<file path="src/rtl/lvsc_pkg.sv">
// Shared types, constants and key rounding for the LRU view slot cache.
package lvsc_pkg;

   localparam int DEF_ENTRIES = 8;
   localparam int REQ_W       = 8;
   localparam int COORD_W     = 19;
   localparam int KEY_W       = 16;
   localparam int STAMP_W     = 64;
   localparam int SLOT_W      = 3;

   typedef struct packed {
      logic [REQ_W-1:0] requester;
      logic [KEY_W-1:0] key_x;
      logic [KEY_W-1:0] key_y;
   } probe_type;

   typedef struct packed {
      logic               found;
      logic               has_min;
      logic [STAMP_W-1:0] min_stamp;
      logic [REQ_W-1:0]   min_req;
   } token_type;

   typedef struct packed {
      logic               en;
      logic               fill;
      logic [REQ_W-1:0]   requester;
      logic [KEY_W-1:0]   key_x;
      logic [KEY_W-1:0]   key_y;
      logic [STAMP_W-1:0] stamp;
   } update_type;

   // round half away from zero from 1/16 pixel to whole pixels
   function automatic logic [KEY_W-1:0] round_key(input logic [COORD_W-1:0] coord);
      logic             neg;
      logic [COORD_W:0] mag;
      logic [COORD_W:0] sum;
      logic [KEY_W-1:0] r;
      neg = coord[COORD_W-1];
      mag = neg ? (~{1'b1, coord} + 1'b1) : {1'b0, coord};
      sum = mag + (COORD_W+1)'(8);
      r   = sum[KEY_W+3:4];
      return neg ? (~r + 1'b1) : r;
   endfunction

endpackage

</file>
<file path="src/rtl/lvsc_cell.sv">
// One table entry with its compare logic and the search token stage that follows it.
module lvsc_cell #(
   parameter int IDX_W    = 3,
   parameter int CELL_IDX = 0
) (
   input  logic                   clock,
   input  logic                   reset,
   input  lvsc_pkg::probe_type    probe,
   input  lvsc_pkg::update_type   upd,
   input  logic [IDX_W-1:0]       upd_idx,
   input  logic                   in_valid,
   input  lvsc_pkg::token_type    tok_in,
   input  logic [IDX_W-1:0]       hit_idx_in,
   input  logic [IDX_W-1:0]       min_idx_in,
   input  logic                   keep,
   output logic                   out_valid,
   output lvsc_pkg::token_type    tok_out,
   output logic [IDX_W-1:0]       hit_idx_out,
   output logic [IDX_W-1:0]       min_idx_out
);

   localparam logic [IDX_W-1:0] MY_IDX = IDX_W'(CELL_IDX);

   logic                            valid_ff;
   logic [lvsc_pkg::REQ_W-1:0]      req_ff;
   logic [lvsc_pkg::KEY_W-1:0]      kx_ff;
   logic [lvsc_pkg::KEY_W-1:0]      ky_ff;
   logic [lvsc_pkg::STAMP_W-1:0]    stamp_ff;

   logic                            out_valid_ff;
   lvsc_pkg::token_type             tok_ff;
   lvsc_pkg::token_type             tok_in_nxt;
   logic [IDX_W-1:0]                hit_idx_ff;
   logic [IDX_W-1:0]                hit_idx_in_nxt;
   logic [IDX_W-1:0]                min_idx_ff;
   logic [IDX_W-1:0]                min_idx_in_nxt;

   logic match;
   logic take;

   assign match = valid_ff && (req_ff == probe.requester) &&
                  (kx_ff == probe.key_x) && (ky_ff == probe.key_y);
   assign take  = valid_ff && (!tok_in.has_min || (stamp_ff < tok_in.min_stamp));

   always_comb begin
      tok_in_nxt         = tok_in;
      tok_in_nxt.found   = tok_in.found | match;
      tok_in_nxt.has_min = tok_in.has_min | valid_ff;
      hit_idx_in_nxt     = tok_in.found ? hit_idx_in : MY_IDX;
      min_idx_in_nxt     = min_idx_in;
      if (take) begin
         tok_in_nxt.min_stamp = stamp_ff;
         tok_in_nxt.min_req   = req_ff;
         min_idx_in_nxt       = MY_IDX;
      end
   end

   always_ff @(posedge clock) begin
      if (reset) begin
         valid_ff     <= 1'b0;
         out_valid_ff <= 1'b0;
      end else begin
         out_valid_ff <= in_valid | (out_valid_ff & keep);
         if (upd.en && (upd_idx == MY_IDX)) begin
            if (upd.fill) begin
               valid_ff <= 1'b1;
               req_ff   <= upd.requester;
               kx_ff    <= upd.key_x;
               ky_ff    <= upd.key_y;
            end
            stamp_ff <= upd.stamp;
         end
      end
      if (in_valid) begin
         tok_ff     <= tok_in_nxt;
         hit_idx_ff <= hit_idx_in_nxt;
         min_idx_ff <= min_idx_in_nxt;
      end
   end

   assign out_valid   = out_valid_ff;
   assign tok_out     = tok_ff;
   assign hit_idx_out = hit_idx_ff;
   assign min_idx_out = min_idx_ff;

endmodule

</file>
<file path="src/rtl/lru_view_slot_cache.sv">
// Top level of the LRU view slot cache: request head, cell chain, commit and response register.
//
//   Channel | Ports                                              | Direction
//   req     | req_valid req_ready req_requester_id req_center_x/y | in
//   rsp     | rsp_valid rsp_ready rsp_hit rsp_slot rsp_evicted    | out
//           | rsp_evicted_same_requester                         |
//
// A request is registered at the head, then the search token walks the cell chain one cell
// per cycle, then the result commits and the table is updated.
// The next request is accepted in the commit cycle; none is taken while one is still in flight.
// Reset clears the valid bits, the use counter and the fill count.
// A stalled response holds the token at the chain end until the response register frees.
module lru_view_slot_cache #(
   parameter int ENTRIES = lvsc_pkg::DEF_ENTRIES
) (
   input  logic                                clock,
   input  logic                                reset,
   input  logic                                req_valid,
   output logic                                req_ready,
   input  logic [lvsc_pkg::REQ_W-1:0]          req_requester_id,
   input  logic signed [lvsc_pkg::COORD_W-1:0] req_center_x,
   input  logic signed [lvsc_pkg::COORD_W-1:0] req_center_y,
   output logic                                rsp_valid,
   input  logic                                rsp_ready,
   output logic                                rsp_hit,
   output logic [lvsc_pkg::SLOT_W-1:0]         rsp_slot,
   output logic                                rsp_evicted,
   output logic                                rsp_evicted_same_requester
);

   localparam int IDX_W  = (ENTRIES > 1) ? $clog2(ENTRIES) : 1;
   localparam int FILL_W = $clog2(ENTRIES + 1);
   localparam int WIDE_W = (IDX_W > lvsc_pkg::SLOT_W) ? IDX_W : lvsc_pkg::SLOT_W;

   logic                           busy_ff;
   logic                           head_v_ff;
   lvsc_pkg::probe_type            probe_ff;
   logic [lvsc_pkg::STAMP_W-1:0]   use_cnt_ff;
   logic [FILL_W-1:0]              fill_ff;

   logic                           rsp_valid_ff;
   logic                           rsp_hit_ff;
   logic [lvsc_pkg::SLOT_W-1:0]    rsp_slot_ff;
   logic                           rsp_evicted_ff;
   logic                           rsp_same_ff;

   logic [ENTRIES:0]               tv;
   lvsc_pkg::token_type            tok   [ENTRIES+1];
   logic [IDX_W-1:0]               hidx  [ENTRIES+1];
   logic [IDX_W-1:0]               midx  [ENTRIES+1];

   logic                           accept;
   logic                           commit;
   logic                           full;
   logic                           found;
   logic                           evict;
   logic [IDX_W-1:0]               target;
   logic [WIDE_W-1:0]              target_wide;
   lvsc_pkg::update_type           upd;

   assign accept = req_valid && req_ready;
   assign commit = tv[ENTRIES] && (!rsp_valid_ff || rsp_ready);
   assign req_ready = !busy_ff || commit;

   assign tv[0]   = head_v_ff;
   assign tok[0]  = '0;
   assign hidx[0] = '0;
   assign midx[0] = '0;

   for (genvar i = 0; i < ENTRIES; i++) begin : g_cell
      lvsc_cell #(
         .IDX_W    (IDX_W),
         .CELL_IDX (i)
      ) u_cell (
         .clock       (clock),
         .reset       (reset),
         .probe       (probe_ff),
         .upd         (upd),
         .upd_idx     (target),
         .in_valid    (tv[i]),
         .tok_in      (tok[i]),
         .hit_idx_in  (hidx[i]),
         .min_idx_in  (midx[i]),
         .keep        ((i == ENTRIES - 1) ? !commit : 1'b0),
         .out_valid   (tv[i+1]),
         .tok_out     (tok[i+1]),
         .hit_idx_out (hidx[i+1]),
         .min_idx_out (midx[i+1])
      );
   end

   assign found  = tok[ENTRIES].found;
   assign full   = (fill_ff == FILL_W'(ENTRIES));
   assign evict  = !found && full;
   assign target = found ? hidx[ENTRIES] : (full ? midx[ENTRIES] : fill_ff[IDX_W-1:0]);
   assign target_wide = WIDE_W'(target);

   always_comb begin
      upd.en        = commit;
      upd.fill      = !found;
      upd.requester = probe_ff.requester;
      upd.key_x     = probe_ff.key_x;
      upd.key_y     = probe_ff.key_y;
      upd.stamp     = use_cnt_ff + 1'b1;
   end

   always_ff @(posedge clock) begin
      if (reset) begin
         busy_ff      <= 1'b0;
         head_v_ff    <= 1'b0;
         use_cnt_ff   <= '0;
         fill_ff      <= '0;
         rsp_valid_ff <= 1'b0;
      end else begin
         head_v_ff <= accept;
         if (accept) begin
            busy_ff <= 1'b1;
         end else if (commit) begin
            busy_ff <= 1'b0;
         end
         if (commit) begin
            use_cnt_ff   <= use_cnt_ff + 1'b1;
            rsp_valid_ff <= 1'b1;
            if (!found && !full) begin
               fill_ff <= fill_ff + 1'b1;
            end
         end else if (rsp_ready) begin
            rsp_valid_ff <= 1'b0;
         end
      end
      if (accept) begin
         probe_ff.requester <= req_requester_id;
         probe_ff.key_x     <= lvsc_pkg::round_key(req_center_x);
         probe_ff.key_y     <= lvsc_pkg::round_key(req_center_y);
      end
      if (commit) begin
         rsp_hit_ff     <= found;
         rsp_slot_ff    <= target_wide[lvsc_pkg::SLOT_W-1:0];
         rsp_evicted_ff <= evict;
         rsp_same_ff    <= evict && (tok[ENTRIES].min_req == probe_ff.requester);
      end
   end

   assign rsp_valid                  = rsp_valid_ff;
   assign rsp_hit                    = rsp_hit_ff;
   assign rsp_slot                   = rsp_slot_ff;
   assign rsp_evicted                = rsp_evicted_ff;
   assign rsp_evicted_same_requester = rsp_same_ff;

   a_single_token: assert property (@(posedge clock) disable iff (reset)
      $onehot0(tv))
      else $error("more than one search token in the chain");

   a_token_busy: assert property (@(posedge clock) disable iff (reset)
      tv[ENTRIES] |-> busy_ff)
      else $error("token at chain end while idle");

   a_fill_bound: assert property (@(posedge clock) disable iff (reset)
      fill_ff <= FILL_W'(ENTRIES))
      else $error("fill count past table size");

   a_hit_no_evict: assert property (@(posedge clock) disable iff (reset)
      (commit && found) |=> (rsp_hit && !rsp_evicted && !rsp_evicted_same_requester))
      else $error("hit reported an eviction");

endmodule

</file>
<file path="config.mk">
export PLATFORM = sky130hd
export DESIGN_NAME = lru_view_slot_cache
export DESIGN_NICKNAME = d
export VERILOG_FILES = /design/src/rtl/lvsc_pkg.sv /design/src/rtl/lvsc_cell.sv /design/src/rtl/lru_view_slot_cache.sv
export SDC_FILE = /design/constraint.sdc
export NUM_CORES = 2
export LEC_CHECK = 0
export ABC_AREA = 1
export BUFFER_PORTS_ARGS = -buffer_cell sky130_fd_sc_hd__clkbuf_2
export CORE_MARGIN = 3
export CORE_UTILIZATION = 55
export DETAILED_ROUTE_END_ITERATION = 8
export HOLD_SLACK_MARGIN = 0.15
export PLACE_DENSITY = 0.76
export SKIP_LAST_GASP = 1
export SLEW_MARGIN = 30
export SYNTH_ARGS = -nofsm -noshare
export SYNTH_HDL_FRONTEND = slang
export SYNTH_HIERARCHICAL = 1
export SYNTH_SLANG_ARGS = --single-unit
</file>
<file path="constraint.sdc">
create_clock -name clock -period 10.7 [get_ports clock]
set_input_delay 0 -clock clock [delete_from_list [all_inputs] [get_ports clock]]
set_output_delay 0 -clock clock [all_outputs]
set_load 0.05 [all_outputs]
</file>
==> results by group <==
Status
  – Status: finished, violations left
  – Violated checks: slew limit

Cells and area
  – Synth-to-Final Area Change: 11.55%
  – Final Core Density: 62.25%
  – Fill cells: 10600
  – Post-route cell area: 87500 um2
  – Final-stage net count: 8215
  – Non-Filler Instances: 9663
  – Ant. Diodes: 0
  – Share of cells above drive strength 1: 11.87%

STA
  – Clock skew: 0.04544 ns
  – Minimum clock period: 5.106 ns
  – Final setup vio count: 0
  – Slew Limit Fails: 77
  – Slew @ Worst Pin: 1.781 ns
  – Unrepaired setup endpoints after global routing: false
  – Fin. Hold Viols: 0
  – Setup TNS: 0 ns
  – Final Cycle Share: 47.72%
  – Relative slew slack: -19.14%
  – Hold_ws: 0.2485 ns
  – Fmax: 195.8 MHz
  – Slack of the critical path: 5.594 ns

Run
  – Max Cap Violations: 0

Place
  – GPL Wtd Cong: 0.9519
  – Post-placement cell area: 80880 um2
  – Post-DP HPWL: 123.9 mm
  – Cell count after placement: 9222
  – Port bufs: 57
  – Pre-CTS setup slack: 6.301 ns

Global routing
  – Grt ovf: 0
  – Vias in the first global route: 53030
  – Largest net degree at the start of global routing: 111
  – Number of antenna violations at the first check in global routing: 3
  – Overall routing resource usage: 24.55%
  – First-pass GRT wire length: 284.1 mm

CTS
  – CTS tree: done
  – Clock latency on the worst-skew pair: 0.80 ns
  – CTS root buffer: clkbuf_16
  – CTS H-tree depth: 4
  – Clk sinks: 1540
  – Post-CTS Setup Bufs: 0
  – Reg clk slew, reported paths: 0.06 ns
  – Num CTS Buffers: 158
  – Max Buffers Root-to-Sink: 3

Floorplanning
  – Die area: 147200 um2
  – Core ar.: 140600 um2
  – Row count: 137
  – Die width: 383.6 um
  – Initial Utilization: 55.80%
  – Chip height: 383.6 um
  – Ports: 58

Critical path
  – Worst EP required: 11.36 ns
  – CP max stage cell: clkbuf_2
  – CP Cell Sequence: dlygate4sd3_1 -> clkbuf_2 -> nand2_1 -> nand2_1 -> dlygate4sd3_1 -> nand2_2 -> dlygate4sd3_1 -> ha_1 -> inv_1 -> nand2_1 -> nand2_1 -> dlygate4sd3_1 -> ha_1 -> nand3_1 -> nor2_1 -> nand3_1 -> nor2_1 -> nand2_1 -> nand4_1 -> dlygate4sd3_1 -> nand2_1 -> dlygate4sd3_1 -> inv_1
  – Setup crit end kind: flip-flop
  – WP data arrival: 5.77 ns
  – Cell count of the worst reg-to-reg path: 18
  – Crit path kind: in -> reg
  – Peak per-stage delay on the critical path: 0.64 ns
  – Reg2Reg Capture Point: g_cell[6].u_cell/tok_out[11]$_DFFE_PP_
  – Crit path launch: req_center_x[18]
  – Critical path depth: 23
  – Worst R2R Start: g_cell[5].u_cell/tok_out[13]$_DFFE_PP_
  – CP endpoint: probe_ff[28]$_DFFE_PP_
  – Startpoint Class: primary input
  – Setup slack, reg-to-reg: 6.73 ns
  – Critical Path Fanout Max: 42
  – CP bufs+invs: 9
  – CP delay by family, top: buffers and inverters

Power
  – Final Power: 12.74 mW
  – Peak VDD IR: 0.1485 mV
  – PwrDens: 145.6 nW/um2
  – Static leakage: 36.56 nW

Drt
  – Routed vias/inst: 5.504
  – Total vias in the final route: 53180
  – Pre-Repair DR Iteration Count: 5
  – Drt drc: 0
  – Overall routed net length: 180.9 mm
  – Antenna Nets Post-Route: 0
  – Routed len/inst: 18.72 um
  – DR iter-0 viols: 4437

Synthesis
  – Yosys warning total: 6
  – Netlist Area Pre-Place: 78440 um2
  – Post-Syn Instances: 7252
  – Avg Cell Area, Syn: 10.82 um2

Hold path
  – HP Class: in -> reg
[layout make-up]
| type | count | area, um2 | share of cell area (%) |
|---|---|---|---|
| sequential | 1540 | 45420 | 51.90 |
| timing repair buffer | 292 | 2477 | 2.831 |
| tap | 1876 | 2347 | 2.683 |
| multi-input combinational | 4751 | 28760 | 32.87 |
| inverter | 911 | 3421 | 3.910 |
| clock buffer | 210 | 4230 | 4.835 |
| clock inverter | 83 | 849.6 | 0.9709 |
[state kept, by name (all words and copies together), names as in the netlist]
register and flops:
rsp_valid 1, g_cell.u_cell/min_idx_out 24, g_cell.u_cell/kx_ff 128, g_cell.u_cell/ky_ff 128
busy_ff 1, g_cell.u_cell/stamp_ff 512, rsp_evicted_same_requester 1, fill_ff 4
rsp_slot 3, g_cell.u_cell/hit_idx_out 24, g_cell.u_cell/tok_out 527, g_cell.u_cell/req_ff 64
probe_ff 40, use_cnt_ff 64, rsp_evicted 1, rsp_hit 1
g_cell.u_cell/valid_ff 8, g_cell.u_cell/out_valid 8, head_v_ff 1
[per-layer routing]
layer,routed length [um],GRT usage (%)
met5,0,0
met4,5223,8.495
met3,13370,3.671
met2,87840,41.58
met1,74410,32.33
[worst reg2reg max path: cells and delay by family, from the launching register on]
kind | cells | cell delay [ns]
compound gates | 1 | 0.14
fa+ha+maj | 1 | 0.31
buf+inv | 3 | 1.00
flops | 1 | 0.37
simple gates | 13 | 1.91
[cell usage in the layout (no fill, tap or decap), types with 14 or more instances in the layout]
| master | count |
|---|---|
| xor2_1 | 273 |
| o211ai_1 | 27 |
| nor2_4 | 25 |
| nor2_1 | 273 |
| a21oi_1 | 324 |
| nand4_1 | 90 |
| clkbuf_2 | 56 |
| clkinv_1 | 34 |
| xnor2_1 | 72 |
| inv_1 | 898 |
| o21ai_0 | 145 |
| o21ai_1 | 14 |
| conb_1 | 155 |
| nand2_4 | 17 |
| nand3_1 | 464 |
| dfxtp_1 | 73 |
| xor2_2 | 26 |
| clkinv_2 | 21 |
| ha_1 | 511 |
| buf_4 | 82 |
| clkbuf_1 | 45 |
| nor4_1 | 63 |
| nand2_2 | 194 |
| nor3_1 | 88 |
| nand2_1 | 1642 |
| edfxtp_1 | 1453 |
| nor2_2 | 14 |
| or2_2 | 43 |
| dlygate4sd3_1 | 145 |
| nand3_2 | 185 |
| clkbuf_16 | 159 |
[report_power, final]
part / total, mW / switching (mW) / leakage, nW / internal (mW)
Clock: 5.38 / 2.32 / 2.46 / 3.05
Sequential: 6.77 / 0.121 / 14.2 / 6.65
Combinational: 0.588 / 0.352 / 19.9 / 0.235
[how the worst min path moves through the flow]
| stage | cells past startpoint | slack [ns] | end | start |
|---|---|---|---|---|
| final | 11 | 0.25 | probe_ff[19]$_DFFE_PP_ | req_center_x[3] |
| after global routing | 4 | 0.29 | head_v_ff$_SDFF_PP0_ | req_valid |
| after CTS | 11 | 0.17 | probe_ff[19]$_DFFE_PP_ | req_center_x[3] |
| after detailed placement | 1 | 0.18 | probe_ff[34]$_DFFE_PP_ | req_requester_id[2] |
| after global placement | 1 | 0.18 | probe_ff[34]$_DFFE_PP_ | req_requester_id[2] |
| after floorplan | 1 | 0.07 | g_cell[0].u_cell/out_valid$_SDFF_PP0_ | reset |
[repair_timing]
action                                  in CTS  in global routing
hold buffers                               145                  0
hold endpoints to repair                   155                  0
resized for setup                            0                  0
endpoints found under the setup margin       0                  0
No activity file was read; power rests on OpenSTA's default activity.
